`src/rtl/awt_pkg.sv`:
```
`timescale 1ns / 1ps

package awt_pkg;

    localparam int unsigned SLOT_COUNT_DEF  = 256;
    localparam int unsigned INDEX_SHIFT_DEF = 4;
    localparam int unsigned ADDR_W          = 64;
    localparam int unsigned CNT_W           = 64;
    localparam int unsigned QUEUE_DEPTH     = 2;

    // action codes on the command port
    typedef enum logic [2:0] {
        ACT_WATCH = 3'd0,
        ACT_TRACE = 3'd1,
        ACT_COPY  = 3'd2,
        ACT_CRASH = 3'd3,
        ACT_READ  = 3'd4
    } t_action;

    // operation after classification by the front end
    typedef enum logic [2:0] {
        OP_IGNORE = 3'd0,
        OP_WATCH  = 3'd1,
        OP_TRACE  = 3'd2,
        OP_COPY   = 3'd3,
        OP_CRASH  = 3'd4,
        OP_READ   = 3'd5
    } t_op;

    typedef enum logic [1:0] {
        KIND_STATUS = 2'd0,
        KIND_HIT    = 2'd1,
        KIND_SLOT   = 2'd2
    } t_kind;

    typedef enum logic [2:0] {
        ST_APPLIED   = 3'd0,
        ST_PRESENT   = 3'd1,
        ST_COLLISION = 3'd2,
        ST_NO_MATCH  = 3'd3,
        ST_IGNORED   = 3'd4
    } t_status;

    typedef struct packed {
        t_op                op;
        logic [ADDR_W-1:0]  addr;
        logic [ADDR_W-1:0]  second_addr;
        logic [7:0]         slot_index;
        logic               addr_nz;
        logic               second_nz;
    } t_cmd;

    typedef struct packed {
        logic [ADDR_W-1:0] owner;
        logic [CNT_W-1:0]  traced;
        logic [CNT_W-1:0]  moved;
    } t_entry;

    localparam int unsigned ENTRY_W = $bits(t_entry);

endpackage

```
`src/rtl/awt_cmd_queue.sv`:
```
`timescale 1ns / 1ps

module awt_cmd_queue
    import awt_pkg::*;
(
    input  logic i_clk,
    input  logic i_rst_n,
    input  logic i_push,
    input  t_cmd i_cmd,
    output logic o_full,
    input  logic i_pop,
    output logic o_valid,
    output t_cmd o_head
);

    localparam int unsigned PTR_W = (QUEUE_DEPTH > 1) ? $clog2(QUEUE_DEPTH) : 1;
    localparam int unsigned CNT_QW = $clog2(QUEUE_DEPTH + 1);

    t_cmd              r_mem [QUEUE_DEPTH];
    logic [PTR_W-1:0]  r_wr_ptr, n_wr_ptr;
    logic [PTR_W-1:0]  r_rd_ptr, n_rd_ptr;
    logic [CNT_QW-1:0] r_count,  n_count;

    always_comb begin
        n_wr_ptr = r_wr_ptr;
        n_rd_ptr = r_rd_ptr;
        n_count  = r_count;
        if (i_push) begin
            n_wr_ptr = (r_wr_ptr == PTR_W'(QUEUE_DEPTH - 1)) ? '0 : r_wr_ptr + 1'b1;
        end
        if (i_pop) begin
            n_rd_ptr = (r_rd_ptr == PTR_W'(QUEUE_DEPTH - 1)) ? '0 : r_rd_ptr + 1'b1;
        end
        if (i_push && !i_pop) begin
            n_count = r_count + 1'b1;
        end else if (!i_push && i_pop) begin
            n_count = r_count - 1'b1;
        end
    end

    always_ff @(posedge i_clk) begin
        if (!i_rst_n) begin
            r_wr_ptr <= '0;
            r_rd_ptr <= '0;
            r_count  <= '0;
        end else begin
            r_wr_ptr <= n_wr_ptr;
            r_rd_ptr <= n_rd_ptr;
            r_count  <= n_count;
        end
    end

    always_ff @(posedge i_clk) begin
        if (i_push) begin
            r_mem[r_wr_ptr] <= i_cmd;
        end
    end

    assign o_full  = (r_count == CNT_QW'(QUEUE_DEPTH));
    assign o_valid = (r_count != '0);
    assign o_head  = r_mem[r_rd_ptr];

endmodule

```
`config.mk`:
```
export PLATFORM = sky130hd
export DESIGN_NAME = awt_cmd_queue
export DESIGN_NICKNAME = d
export VERILOG_FILES = /design/src/rtl/awt_pkg.sv /design/src/rtl/awt_cmd_queue.sv
export SDC_FILE = /design/constraint.sdc
export NUM_CORES = 1
export LEC_CHECK = 0
export ABC_CLOCK_PERIOD_IN_PS = 12250
export BUFFER_PORTS_ARGS = -buffer_cell sky130_fd_sc_hd__clkbuf_2
export CORE_ASPECT_RATIO = 1.4
export CORE_MARGIN = 3
export CORE_UTILIZATION = 40
export DETAILED_ROUTE_END_ITERATION = 6
export HOLD_SLACK_MARGIN = 0.02
export PLACE_DENSITY = 0.7
export SLEW_MARGIN = 20
export SYNTH_ARGS = -nofsm -noshare
export SYNTH_HDL_FRONTEND = slang
export SYNTH_SLANG_ARGS = --single-unit
```
`constraint.sdc`:
```
create_clock -name i_clk -period 12.25 [get_ports i_clk]
set_input_delay 1.225 -clock i_clk [delete_from_list [all_inputs] [get_ports i_clk]]
set_output_delay 1.225 -clock i_clk [all_outputs]
set_load 0.05 [all_outputs]
```
Word level (Yosys, flattened, before mapping)
Memories as Yosys holds them, arrays and structs flattened. A register that Yosys moved wholly into a read port is not among the register bits. Cells that the tools add are included.

Register bits: 4. Bits in latches: 0. RAM bits: 282. Memory bits (read-only): 0. Bits of input ports: 145. Output and inout bits: 143. Memories kept: 1.

Memories: r_mem (words 2, width 141, read ports 1, clocked after memory_dff 1, wr ports 1, line awt_cmd_queue.sv:19) `t_cmd r_mem [QUEUE_DEPTH];`.

Add/sub/neg operators: 4. $mul: 0. Divide/modulo/power cells: 0. Magnitude comparators: 0. Equal/unequal tests: 1. Shift-type cells: 0. Multiplexer cells: 8. Bitwise operators: 0. Reduce and logical (&&, ||, !) cells: 6.

Operators with widths (number): 1-bit two-way mux (6); 2-bit two-way mux (2); 2-bit nonzero test (2); 1-bit adder (second input constant) (2); 2-bit by 1-bit adder with 2-bit output (second input constant) (1); 2-bit equality test (second input constant) (1); 1-bit logical AND (2); 1-bit zero test (2); 2-bit by 1-bit subtractor with 2-bit output (second input constant) (1).

Logic depth before layout (Yosys ltp)
Depth after elaboration: 4. Mapped depth: 5. Mapped depth without buffers: 5.

Least setup slack after synthesis
No wires, ideal clock.

Path kind: input to register. From: input port i_push. To: memory r_mem[0][0] (netlist name), enable pin. Setup time: 0.660 ns. Arrival: 7.359 ns. Path slack: 4.231 ns. Cell stages on the path: 1. Buffers on the path: 0. Cells stage by stage: nor2b_1.

Word-level cells in the longest chain between the ends: 2.

Ends and longest elaborated chain: start: declaration (line awt_cmd_queue.sv:8) `input logic i_push,`; 1-bit two-way mux (line awt_cmd_queue.sv:54) `if (i_push) begin`; 1-bit two-way mux (not written as such) (line awt_cmd_queue.sv:55) `r_mem[r_wr_ptr] <= i_cmd;`; end: declaration (line awt_cmd_queue.sv:19).

Every way passes these cells.

==> qor.txt <==
Final setup violation count - 0
Cell taking the most area after synthesis - edfxtp_1
CTS Buf Count - 27
Worst Hold Path Cells - 2
Rel. slew slack - 0.315
RSZ-0062 raised after global routing - false
Clock slew at reported path FFs - 60 ps
Drt drc - 0
Clock latency on the worst-skew pair - 520 ps
Worst Tran Pin Value - 1030 ps
Vias per cell - 4.75
Layout Nets - 913
Crit share post-route - 0.340
Wire per inst - 18.2 um
Final ANT Viol Nets - 0
Largest family of logic cells by synthesized area - multiplexers
Area Growth Syn to Fin - 24.2%
H-tree depth - 1
Core Area - 26300 um^2
Rows - 70
Final Hold Vio Count - 0
Reg2Reg Launch Point - r_wr_ptr$_SDFFE_PN0P_
Height of the die - 200 um
Setup TNS - 0 ps
Syn nets - 607
RR Endpoint - r_mem[0][100]$_DFFE_PP_
Worst hold endpoint - r_count[1]$_SDFFE_PN0P_
Reg2reg setup slack - 9170 ps
Max Cap Viol - 0
Syn Inst Count - 461
Leading cell type by number of instances after synthesis - edfxtp_1
All-Layer GR Usage - 0.133
Async S/R FF share, synth - 0
HP Class - reg2reg
XOR/XNOR Fraction of Synth Area - 0.00244
Tmin final - 4170 ps
Multiplexer share of the synthesized area - 0.179
Clock sinks - 287
Slew Viols, Final - 0
Final WL - 20200 um
Post-CTS sizing - 0
Full die area - 28900 um^2
CP Data Required Time - 11020 ps
Synth Register Bits - 287
Syn avg cell area - 23.4 um^2
Yosys top cell area share - 0.787
I/O Pins - 288
CTS tree - yes
VDD IR max - 0.128 mV
Synth cell types - 18
Seq/Total Area, Yosys - 0.796
Global route total overflow - 0
Status - finished, final reports clean
CP endpoint kind - primary output
Global-route wire length before repair - 30100 um
CP Class - reg2out
TritonRoute pass-1 iters - 4
IO Port Bufs - 287
Final Skew - 6.51 ps
Complex-gate fraction of the synthesized area - 0.00186
Initial antenna violation count - 3
Fraction of layout cells with a size suffix above 1 - 0.606
Post-CTS setup buffer count - 0
EDFF count, synth - 282
Mapped cell area - 10800 um^2
Initial core utilization - 0.410
Most used flip-flop cell after synthesis - edfxtp_1
Power density cells - 174 nW/um^2
Max Freq - 240 MHz
Hold_sp - r_count[1]$_SDFFE_PN0P_
Simple logic cell fraction of the synthesized area - 0.00523
HPWL after detailed placement - 13400 um
Total chip power - 2.33 mW
CTS hold repair buffers - 0
Synth area leaders - edfxtp_1 (79%), mux2_4 (13%), mux2_2 (5.3%)
Vias in the first global route - 5612
Clock Tree Root - clkbuf_16
Worst EP arrival - 2940 ps
DR vias - 5288
Hold_ws - 525 ps
Deepest clock path buffer count - 3
Crit Path Max Fanout - 58
DR iter-0 viols - 223
GPL Wtd Cong - 0.705
Pin count of the biggest net entering global routing - 62
Commonest cells post-synth - edfxtp_1 (282), mux2_4 (90), mux2_2 (51)
Yosys Warn Count - 0
Synth Area in Adders - 0.00116
CP startpoint kind - flip-flop
Chip Width - 145 um
Lkg Pwr - 5.26 nW
R2R depth - 3
-- critical path, cell delays in order (launching register included) --
cell and delay, ps:
dfxtp_4 790, buf_4 910, mux2_2 430, clkbuf_2 240
-- power by group --
part           switching [mW]  internal [mW]
Clock                   0.331          0.464
Combinational           0.264          0.119
Sequential             0.0186           1.14
-- logic make-up after synthesis --
group / after synthesis
AO/OA/AOI/OAI: 3
AND/OR/NAND/NOR: 9
buffers and inverters: 17
flip-flops: 287
XOR/XNOR: 3
multiplexers: 141
adder cells (fa/ha/maj): 1
-- layer usage --
layer,wire length (um),part of all wire,vias up,track usage
met5,7,0.00035,-,0
met4,576,0.028,2,0.0473
met3,1650,0.081,43,0.0392
met1,7600,0.38,2591,0.151
li1,-,-,2453,-
met2,10400,0.51,199,0.235
-- state kept, by name, indices dropped and copies added (netlist names), named ones only --
register  flops
r_wr_ptr      1
r_mem       282
r_rd_ptr      1
r_count       2
-- per-stage QoR --
| stage | instances | utilization | area, um^2 | worst slack (ps) |
|---|---|---|---|---|
| after floorplan | 461 | - | 10800 | 4230 |
| after global placement | 1062 | 0.476 | 12500 | 8050 |
| after detailed placement | 1062 | 0.476 | 12500 | 8040 |
| after CTS | 1111 | 0.509 | 13400 | 7980 |
| after global routing | 1113 | 0.509 | 13400 | 7890 |
| final | 1113 | 0.509 | 13400 | 8080 |
-- worst max-delay path by stage --
stage,endpoint,start,cells after the start
2_1_floorplan,r_mem[0][0]$_DFFE_PP_,i_push,1
3_3_place_gp,r_mem[0][33]$_DFFE_PP_,i_push,4
3_5_place_dp,r_mem[0][101]$_DFFE_PP_,i_push,4
4_1_cts,o_head[30],flip-flop,3
5_1_grt,o_head[26],flip-flop,3
6_report,o_head[26],flip-flop,3
-- placed cells by master, fill, tap and decap left out, drive strengths merged --
master and count:
clkbuf 323, ha 1, inv 1, and2 4
o21a 1, edfxtp 282, or3 1, buf 6
xor2 2, o21ai 1, or2 1, xnor2 1
dfxtp 5, nor2b 3, a21boi 1, bufinv 2
mux2 141, clkinv 11, diode 2
-- layout make-up --
class,instances,area (um^2)
antenna,2,5.00
fill,2147,12900
tap,324,405
timing repair buffer,293,1480
multi-input combinational,157,2050
clock buffer,36,739
sequential,287,8570
inverter,1,3.75
clock inverter,13,110
Note: power is estimated with default switching activity, not from simulation.
