===== src/rtl/awt_pkg.sv =====
`timescale 1ns / 1ps

package awt_pkg;

    localparam int unsigned SLOT_COUNT_DEF  = 256;
    localparam int unsigned INDEX_SHIFT_DEF = 4;
    localparam int unsigned ADDR_W          = 64;
    localparam int unsigned CNT_W           = 64;
    localparam int unsigned QUEUE_DEPTH     = 2;

    // action codes on the command port
    typedef enum logic [2:0] {
        ACT_WATCH = 3'd0,
        ACT_TRACE = 3'd1,
        ACT_COPY  = 3'd2,
        ACT_CRASH = 3'd3,
        ACT_READ  = 3'd4
    } t_action;

    // operation after classification by the front end
    typedef enum logic [2:0] {
        OP_IGNORE = 3'd0,
        OP_WATCH  = 3'd1,
        OP_TRACE  = 3'd2,
        OP_COPY   = 3'd3,
        OP_CRASH  = 3'd4,
        OP_READ   = 3'd5
    } t_op;

    typedef enum logic [1:0] {
        KIND_STATUS = 2'd0,
        KIND_HIT    = 2'd1,
        KIND_SLOT   = 2'd2
    } t_kind;

    typedef enum logic [2:0] {
        ST_APPLIED   = 3'd0,
        ST_PRESENT   = 3'd1,
        ST_COLLISION = 3'd2,
        ST_NO_MATCH  = 3'd3,
        ST_IGNORED   = 3'd4
    } t_status;

    typedef struct packed {
        t_op                op;
        logic [ADDR_W-1:0]  addr;
        logic [ADDR_W-1:0]  second_addr;
        logic [7:0]         slot_index;
        logic               addr_nz;
        logic               second_nz;
    } t_cmd;

    typedef struct packed {
        logic [ADDR_W-1:0] owner;
        logic [CNT_W-1:0]  traced;
        logic [CNT_W-1:0]  moved;
    } t_entry;

    localparam int unsigned ENTRY_W = $bits(t_entry);

endpackage


===== src/rtl/awt_front.sv =====
`timescale 1ns / 1ps

module awt_front
    import awt_pkg::*;
(
    input  logic              i_clk,
    input  logic              i_rst_n,
    input  logic              i_cfg_we,
    input  logic              i_cfg_wdata,
    input  logic              i_start,
    input  logic [2:0]        i_action,
    input  logic [ADDR_W-1:0] i_addr,
    input  logic [ADDR_W-1:0] i_second_addr,
    input  logic [7:0]        i_slot_index,
    input  logic              i_clearing,
    input  logic              i_q_full,
    output logic              o_busy,
    output logic              o_push,
    output t_cmd              o_cmd
);

    logic r_enable;
    logic a_nz;
    logic b_nz;
    t_op  op;

    always_ff @(posedge i_clk) begin
        if (!i_rst_n) begin
            r_enable <= 1'b0;
        end else if (i_cfg_we) begin
            r_enable <= i_cfg_wdata;
        end
    end

    assign a_nz = (i_addr != '0);
    assign b_nz = (i_second_addr != '0);

    // trace is the one action that runs with diagnostics off
    always_comb begin
        case (t_action'(i_action))
            ACT_WATCH: op = (r_enable && a_nz) ? OP_WATCH : OP_IGNORE;
            ACT_TRACE: op = a_nz ? OP_TRACE : OP_IGNORE;
            ACT_COPY:  op = (r_enable && a_nz && b_nz) ? OP_COPY : OP_IGNORE;
            ACT_CRASH: op = r_enable ? OP_CRASH : OP_IGNORE;
            ACT_READ:  op = r_enable ? OP_READ : OP_IGNORE;
            default:   op = OP_IGNORE;
        endcase
    end

    assign o_busy = i_q_full || i_clearing;
    assign o_push = i_start && !o_busy;

    always_comb begin
        o_cmd.op          = op;
        o_cmd.addr        = i_addr;
        o_cmd.second_addr = i_second_addr;
        o_cmd.slot_index  = i_slot_index;
        o_cmd.addr_nz     = a_nz;
        o_cmd.second_nz   = b_nz;
    end

endmodule


===== config.mk =====
export PLATFORM = sky130hd
export DESIGN_NAME = awt_front
export DESIGN_NICKNAME = d
export VERILOG_FILES = /design/src/rtl/awt_pkg.sv /design/src/rtl/awt_front.sv
export SDC_FILE = /design/constraint.sdc
export NUM_CORES = 1
export LEC_CHECK = 0
export BUFFER_PORTS_ARGS = -buffer_cell sky130_fd_sc_hd__buf_2
export CAP_MARGIN = 15
export CORE_AREA = 2 2 113 115
export CTS_CLUSTER_DIAMETER = 150
export DETAILED_ROUTE_END_ITERATION = 6
export DIE_AREA = 0 0 115 117
export PLACE_DENSITY = 0.41
export SLEW_MARGIN = 20
export SYNTH_ARGS = -nofsm -noshare
export SYNTH_HDL_FRONTEND = slang
export SYNTH_SLANG_ARGS = --single-unit

===== constraint.sdc =====
create_clock -name i_clk -period 2.3 [get_ports i_clk]
set_clock_uncertainty 0.15 [all_clocks]
set_input_delay 0.46 -clock i_clk [delete_from_list [all_inputs] [get_ports i_clk]]
set_output_delay 0.46 -clock i_clk [all_outputs]
set_load 0.005 [all_outputs]

[Yosys cells after proc, flatten, opt, wreduce, memory -nomap -nowiden]
Cells that the tools add are included.
W data, S select, Z words.
Cells by class
  reduce and logical (&&, ||, !) cells: 8
  equal/unequal tests: 4
  mux-type cells: 6
Operator list (number)
  $reduce_bool A64 Y1: 2
  $pmux W3 S5: 1
  $eq A3 B2 Y1 const B: 2
  $mux W3: 2
  $mux W2: 2
  $eq A3 B1 Y1 const B: 1
  $eq A3 B3 Y1 const B: 1
  $logic_and A1 B1 Y1: 3
  $logic_not A3 Y1: 1
  $logic_not A1 Y1: 1
  $logic_or A1 B1 Y1: 1
  $mux W1: 1
Word-level totals
  bits in registers: 1
  logic and storage cells: 19
  output and inout port bits: 143

[Depth between registers and ports, before layout]
Gate-level depths: netlist (run 1).
  word-level depth: 5
  mapped depth: 5
  mapped depth without buffers: 5

[Worst setup path after synthesis (run 1)]
OpenSTA, ideal clock, no wires.
  path kind: in2out
  start: input i_addr[2]
  end: output o_cmd[138] in the netlist's numbering
  data arrival time: 1437 ps
  path buffers: 0
  stages on the path: 5
  slack: 253 ps
  required time: 1690 ps
  path through: nor4_1 -> nand4_1 -> nor4_2 -> inv_2 -> o211a_1
RTL lines
  from (decl): line awt_front.sv:12  | input logic [ADDR_W-1:0] i_addr,
  to (decl): line awt_front.sv:19  | output t_cmd o_cmd

==> impl_metrics.env, run 1 <==
export IMPL_run_status="finished, violations left"
export IMPL_violations="setup timing"
export IMPL_ant_nets=0
export IMPL_yosys_warnings=0
export IMPL_cp_required_ns=1.69
export IMPL_synthesis_area_sq_um=1440
export IMPL_power_per_cell_area_nw_per_um2=161.6
export IMPL_setup_ws_ns=-0.1679
export IMPL_hold_viol_final=0
export IMPL_fin_tns_setup_ns=-0.4854
export IMPL_min_period_ns=2.468
export IMPL_min_from="r_enable"
export IMPL_hold_path_class="reg2reg"
export IMPL_synth_top_cell_area_share_pct=71.94
export IMPL_power_frac_clock_pct=0
export IMPL_slew_viol_final=0
export IMPL_grt_pass1_wl_mm=7.231
export IMPL_nFillCells=1410
export IMPL_ios=289
export IMPL_power_leakage_nw=1.321
export IMPL_postSynthAreaPerCell_sq_um=7.201
export IMPL_grt_pass1_vias=1483
export IMPL_die_y_um=117
export IMPL_dieArea_sq_um=13460
export IMPL_tightest_slew_ns=0.3061
export IMPL_relSlewSlack_pct=79.41
export IMPL_final_cell_mix="buf_2, buf_4, nor4_2, buf_6, nor4_4"
export IMPL_setup_viol=4
export IMPL_rr_worst_depth=2
export IMPL_drcViolationCount=0
export IMPL_syn_nets=346
export IMPL_p_int_mw=0.2301
export IMPL_rows=41
export IMPL_switchingPower_mw=0.1678
export IMPL_whs_endpoint="r_enable"
export IMPL_wl_per_cell_um=11.59
export IMPL_rsz0062_at_grt="true"
export IMPL_antenna_found_initial=0
export IMPL_first_iter_violations=28
export IMPL_seqPwrFrac_pct=4.9
export IMPL_clk_latency_ns=0
export IMPL_final_area_sq_um=2462
export IMPL_fin_cells=506
export IMPL_ys_seq_area_share_pct=1.390
export IMPL_area_growth_pct=70.98
export IMPL_vias=1775
export IMPL_power_total_mw=0.3979
export IMPL_endpoint_kind="output port"
export IMPL_pwr_share_comb_pct=95.1
export IMPL_p_sw_share_pct=42.17
export IMPL_synthCells=200
export IMPL_startpoint_type="input port"
export IMPL_hpwl_mm=5.242
export IMPL_drive_gt1_share_pct=91.29
export IMPL_placed_area_sq_um=2126
export IMPL_ys_ff_latch=1
export IMPL_cp_arrival_ns=1.86
export IMPL_place_inst=507
export IMPL_avgViaCountPerCell=3.508
export IMPL_largest_register="r_enable"
export IMPL_largest_reg_flops=1
export IMPL_ys_top_cells_by_area="buf_4, nor4_1, nand4_1, nor4_2, dfxtp_1"
export IMPL_place_ws_ns=-0.4248
export IMPL_dieWidth_um=115
export IMPL_dr_pass1_iters=4
export IMPL_peakVddDrop_mv=0.08370
export IMPL_final_common_cell="buf_2"
export IMPL_multi_input_area_sq_um=628.1
export IMPL_reg2reg_slack_ns=1.54
export IMPL_worst_hold_slack_ns=0.4013
export IMPL_wirelength_mm=5.866
export IMPL_drv_cap=0
export IMPL_start_util_pct=11.70
export IMPL_synth_cell_types=17
export IMPL_reg2reg_from="r_enable"
export IMPL_crit_type="in2out"
export IMPL_grt_overflow_total=0
export IMPL_fmax_mhz=405.2
export IMPL_finalCritPeriodShare_pct=107.3
export IMPL_whs_path_depth=2
export IMPL_port_buffers=272
export IMPL_clkTransAtPathRegs_ns=0
export IMPL_design_core_area_sq_um=12310
export IMPL_final_seq_area_sq_um=20.02
export IMPL_reg2reg_to="r_enable"
export IMPL_yosysTopAreaCell="buf_4"
export IMPL_n_antenna_cell=0
export IMPL_grt_usage_pct=6.640
export IMPL_place_congestion=0.8028
export IMPL_crit_fanout=2
export IMPL_nets=504
export IMPL_fin_util_pct=20.00
export IMPL_grt_max_degree=6
export IMPL_reg_top3="r_enable x1"
## how the worst max path moves through the flow
stage                 startpoint    endpoint  slack [ns]  depth (start not counted)
6_report              i_addr[19]  o_cmd[138]       -0.17                          8
5_1_grt        i_second_addr[27]  o_cmd[139]       -0.30                          9
4_1_cts        i_second_addr[27]  o_cmd[139]       -0.25                          9
3_5_place_dp   i_second_addr[28]  o_cmd[139]       -0.42                          9
3_3_place_gp   i_second_addr[28]  o_cmd[139]       -0.46                          9
2_1_floorplan          i_addr[2]  o_cmd[138]        0.25                          5
## layout make-up
type / instances / area share (%)
Timing Repair Buffer: 294 / 65.45
Multi-Input combinational cell: 57 / 25.51
Sequential cell: 1 / 0.8130
Inverter: 4 / 0.6098
Tap cell: 150 / 7.622
## cells in the mapped netlist (all sizes together)
library cell	count
o21ai	2
mux2i	1
dfxtp	1
inv	4
nor2	2
or2	1
a2bb2oi	1
and2	1
nand4	8
nand2	3
nor2b	2
nor4	34
nor3	1
buf	138
o211a	1
## metal layers
layer | track usage (%) | wire length, um
met5 | 0 | 0
met4 | 0.2410 | 9
met2 | 12.31 | 3154
met1 | 8.930 | 2316
met3 | 0.4119 | 385
## power groups by stage
stage               logic, mW  clock network (mW)  registers [mW]
floorplan               0.211                   0          0.0192
global placement        0.325                   0          0.0196
detailed placement      0.325                   0          0.0197
CTS                     0.364                   0          0.0197
global route            0.415                   0          0.0199
finish                  0.378                   0          0.0195
## what timing repair did
item | in CTS | in global routing
setup endpoints to repair | 4 | 4
hold buffers | 0 | 0
hold endpoints to repair | 0 | 0
buffers inserted | 1 | 1
gates resized for setup | 38 | 16
pin swaps | 16 | 8
## kinds of logic after synthesis
| family | after synthesis | share of synthesized area, % |
|---|---|---|
| buffers and inverters | 142 | 72.98 |
| and+or+nand+nor | 52 | 22.94 |
| AOI/OAI and AO/OA | 4 | 1.998 |
| muxes | 1 | 0.6951 |
| DFF | 1 | 1.390 |
## worst max-delay path, stage by stage
cell	delay [ns]
buf_2	0.12
nor4_4	0.26
nand4_1	0.18
nor4_2	0.31
buf_4	0.16
inv_2	0.04
o211a_1	0.19
buf_2	0.12
Note: power is estimated with default switching activity, not from simulation.
==> run 2, diff against run 1 <==
SETUP_SLACK_MARGIN = 0.5   (was default)
SKIP_CTS_REPAIR_TIMING = 1   (was default)
==> impl_metrics.env, run 2 (synthesized netlist as in run 1, its figures left out) <==
export IMPL_setup_viol=3
export IMPL_antenna_found_initial=0
export IMPL_setup_ws_ns=-0.2736
export IMPL_cp_slowest_stage_delay_ns=0.32
export IMPL_slowest_stage="nor4_4"
export IMPL_tightest_slew_ns=0.3692
export IMPL_finalCritPeriodShare_pct=111.9
export IMPL_clk_latency_ns=0
export IMPL_reg_top3="r_enable x1"
export IMPL_startpoint_type="input port"
export IMPL_design_core_area_sq_um=12310
export IMPL_final_common_cell="buf_2"
export IMPL_crit_chain="buf_6 -> nor4_4 -> buf_4 -> nand4_1 -> nor4_4 -> buf_4 -> inv_2 -> o211a_1 -> buf_2"
export IMPL_area_growth_pct=63.94
export IMPL_placed_area_sq_um=2221
export IMPL_n_antenna_cell=0
export IMPL_busiest_layer="met1"
export IMPL_final_seq_area_sq_um=20.02
export IMPL_power_leakage_nw=1.339
export IMPL_slew_viol_final=0
export IMPL_first_iter_violations=25
export IMPL_run_status="finished, violations left"
export IMPL_nets=509
export IMPL_grt_pass1_wl_mm=7.272
export IMPL_port_buffers=272
export IMPL_whs_path_depth=2
export IMPL_nFillCells=1410
export IMPL_place_congestion=0.8074
export IMPL_use_met1_pct=11.45
export IMPL_grt_overflow_total=0
export IMPL_violations="setup timing"
export IMPL_rows=41
export IMPL_fin_tns_setup_ns=-0.6848
export IMPL_peakVddDrop_mv=0.08943
export IMPL_drv_cap=0
export IMPL_fin_cells=511
export IMPL_vias=1788
export IMPL_crit_type="in2out"
export IMPL_power_per_cell_area_nw_per_um2=160.5
export IMPL_hpwl_mm=5.589
export IMPL_dieWidth_um=115
export IMPL_grt_usage_pct=6.793
export IMPL_ios=289
export IMPL_wirelength_mm=6.010
export IMPL_power_total_mw=0.3789
export IMPL_largest_register="r_enable"
export IMPL_crit_fanout=2
export IMPL_dieArea_sq_um=13460
export IMPL_die_y_um=117
export IMPL_multi_input_area_sq_um=524.3
export IMPL_rr_worst_depth=2
export IMPL_hold_viol_final=0
export IMPL_ant_nets=0
export IMPL_min_period_ns=2.574
export IMPL_reg2reg_from="r_enable"
export IMPL_reg2reg_to="r_enable"
export IMPL_worst_hold_slack_ns=0.3854
export IMPL_final_cell_mix="buf_2, buf_4, nor4_1, nor4_2"
export IMPL_wl_per_cell_um=11.76
export IMPL_reg2reg_slack_ns=1.55
export IMPL_cp_required_ns=1.69
export IMPL_globalRouteMet2Util_pct=9.529
export IMPL_final_area_sq_um=2361
export IMPL_relSlewSlack_pct=75.16
export IMPL_grt_pass1_vias=1399
export IMPL_cp_arrival_ns=1.96
export IMPL_whs_endpoint="r_enable"
export IMPL_grtUsageMet3_pct=0.6179
export IMPL_fmax_mhz=388.6
export IMPL_clkTransAtPathRegs_ns=0
export IMPL_rsz0062_at_grt="true"
export IMPL_dr_pass1_iters=4
export IMPL_avgViaCountPerCell=3.499
export IMPL_drcViolationCount=0
export IMPL_min_from="r_enable"
export IMPL_place_inst=510
export IMPL_drive_gt1_share_pct=88.64
export IMPL_hold_path_class="reg2reg"
export IMPL_largest_reg_flops=1
export IMPL_grt_max_degree=6
export IMPL_start_util_pct=11.70
export IMPL_endpoint_kind="output port"
run 2: changes by cell type in the layout (fill, tap and decap cells not counted), sizes merged:
cell  delta
buf      +5
run 2: cell type report:
class                   instances  share of cell area, %
repair buffers                299                  68.36
multi-input cells              57                  22.20
well taps                     150                  7.949
flip-flops and latches          1                 0.8479
inverters                       4                 0.6359
run 2: worst max-delay path, delay by kind of cell:
kind	cells	cell delay (ns)
AO/OA/AOI/OAI	1	0.21
AND/OR/NAND/NOR	3	0.73
buffers and inverters	5	0.56
run 2: worst max-delay path by stage:
stage | start | to | slack (ns) | depth (start not counted)
finish | i_addr[6] | o_cmd[138] | -0.27 | 9
global route | i_addr[6] | o_cmd[138] | -0.42 | 9
CTS | i_addr[14] | o_cmd[138] | -0.37 | 9
detailed placement | i_addr[14] | o_cmd[138] | -0.36 | 9
global placement | i_addr[14] | o_cmd[138] | -0.33 | 9
floorplan | i_addr[55] | o_cmd[138] | 0.26 | 5
run 2: metrics by stage:
| stage | setup WS [ns] | utilization (%) |
|---|---|---|
| 6_report | -0.2736 | 19.18 |
| 5_1_grt | -0.4212 | 19.18 |
| 4_1_cts | -0.3673 | 18.04 |
| 3_5_place_dp | -0.3589 | 18.04 |
| 3_3_place_gp | -0.3299 | 18.04 |
| 2_1_floorplan | 0.2626 | - |
run 2: where the power goes:
| part | internal [mW] | total [mW] | leakage (nW) | switching [mW] |
|---|---|---|---|---|
| clock | 0 | 0 | 0 | 0 |
| combinational | 0.203 | 0.359 | 1.33 | 0.157 |
| sequential | 0.0188 | 0.0195 | 0.00826 | 0.000695 |
run 2: routing by layer:
| layer | vias to the layer above | part of all wire (%) |
|---|---|---|
| li1 | 882 | - |
| met1 | 803 | 47 |
| met2 | 101 | 47 |
| met3 | 2 | 6.2 |
| met4 | 0 | 0.27 |
| met5 | - | 0 |
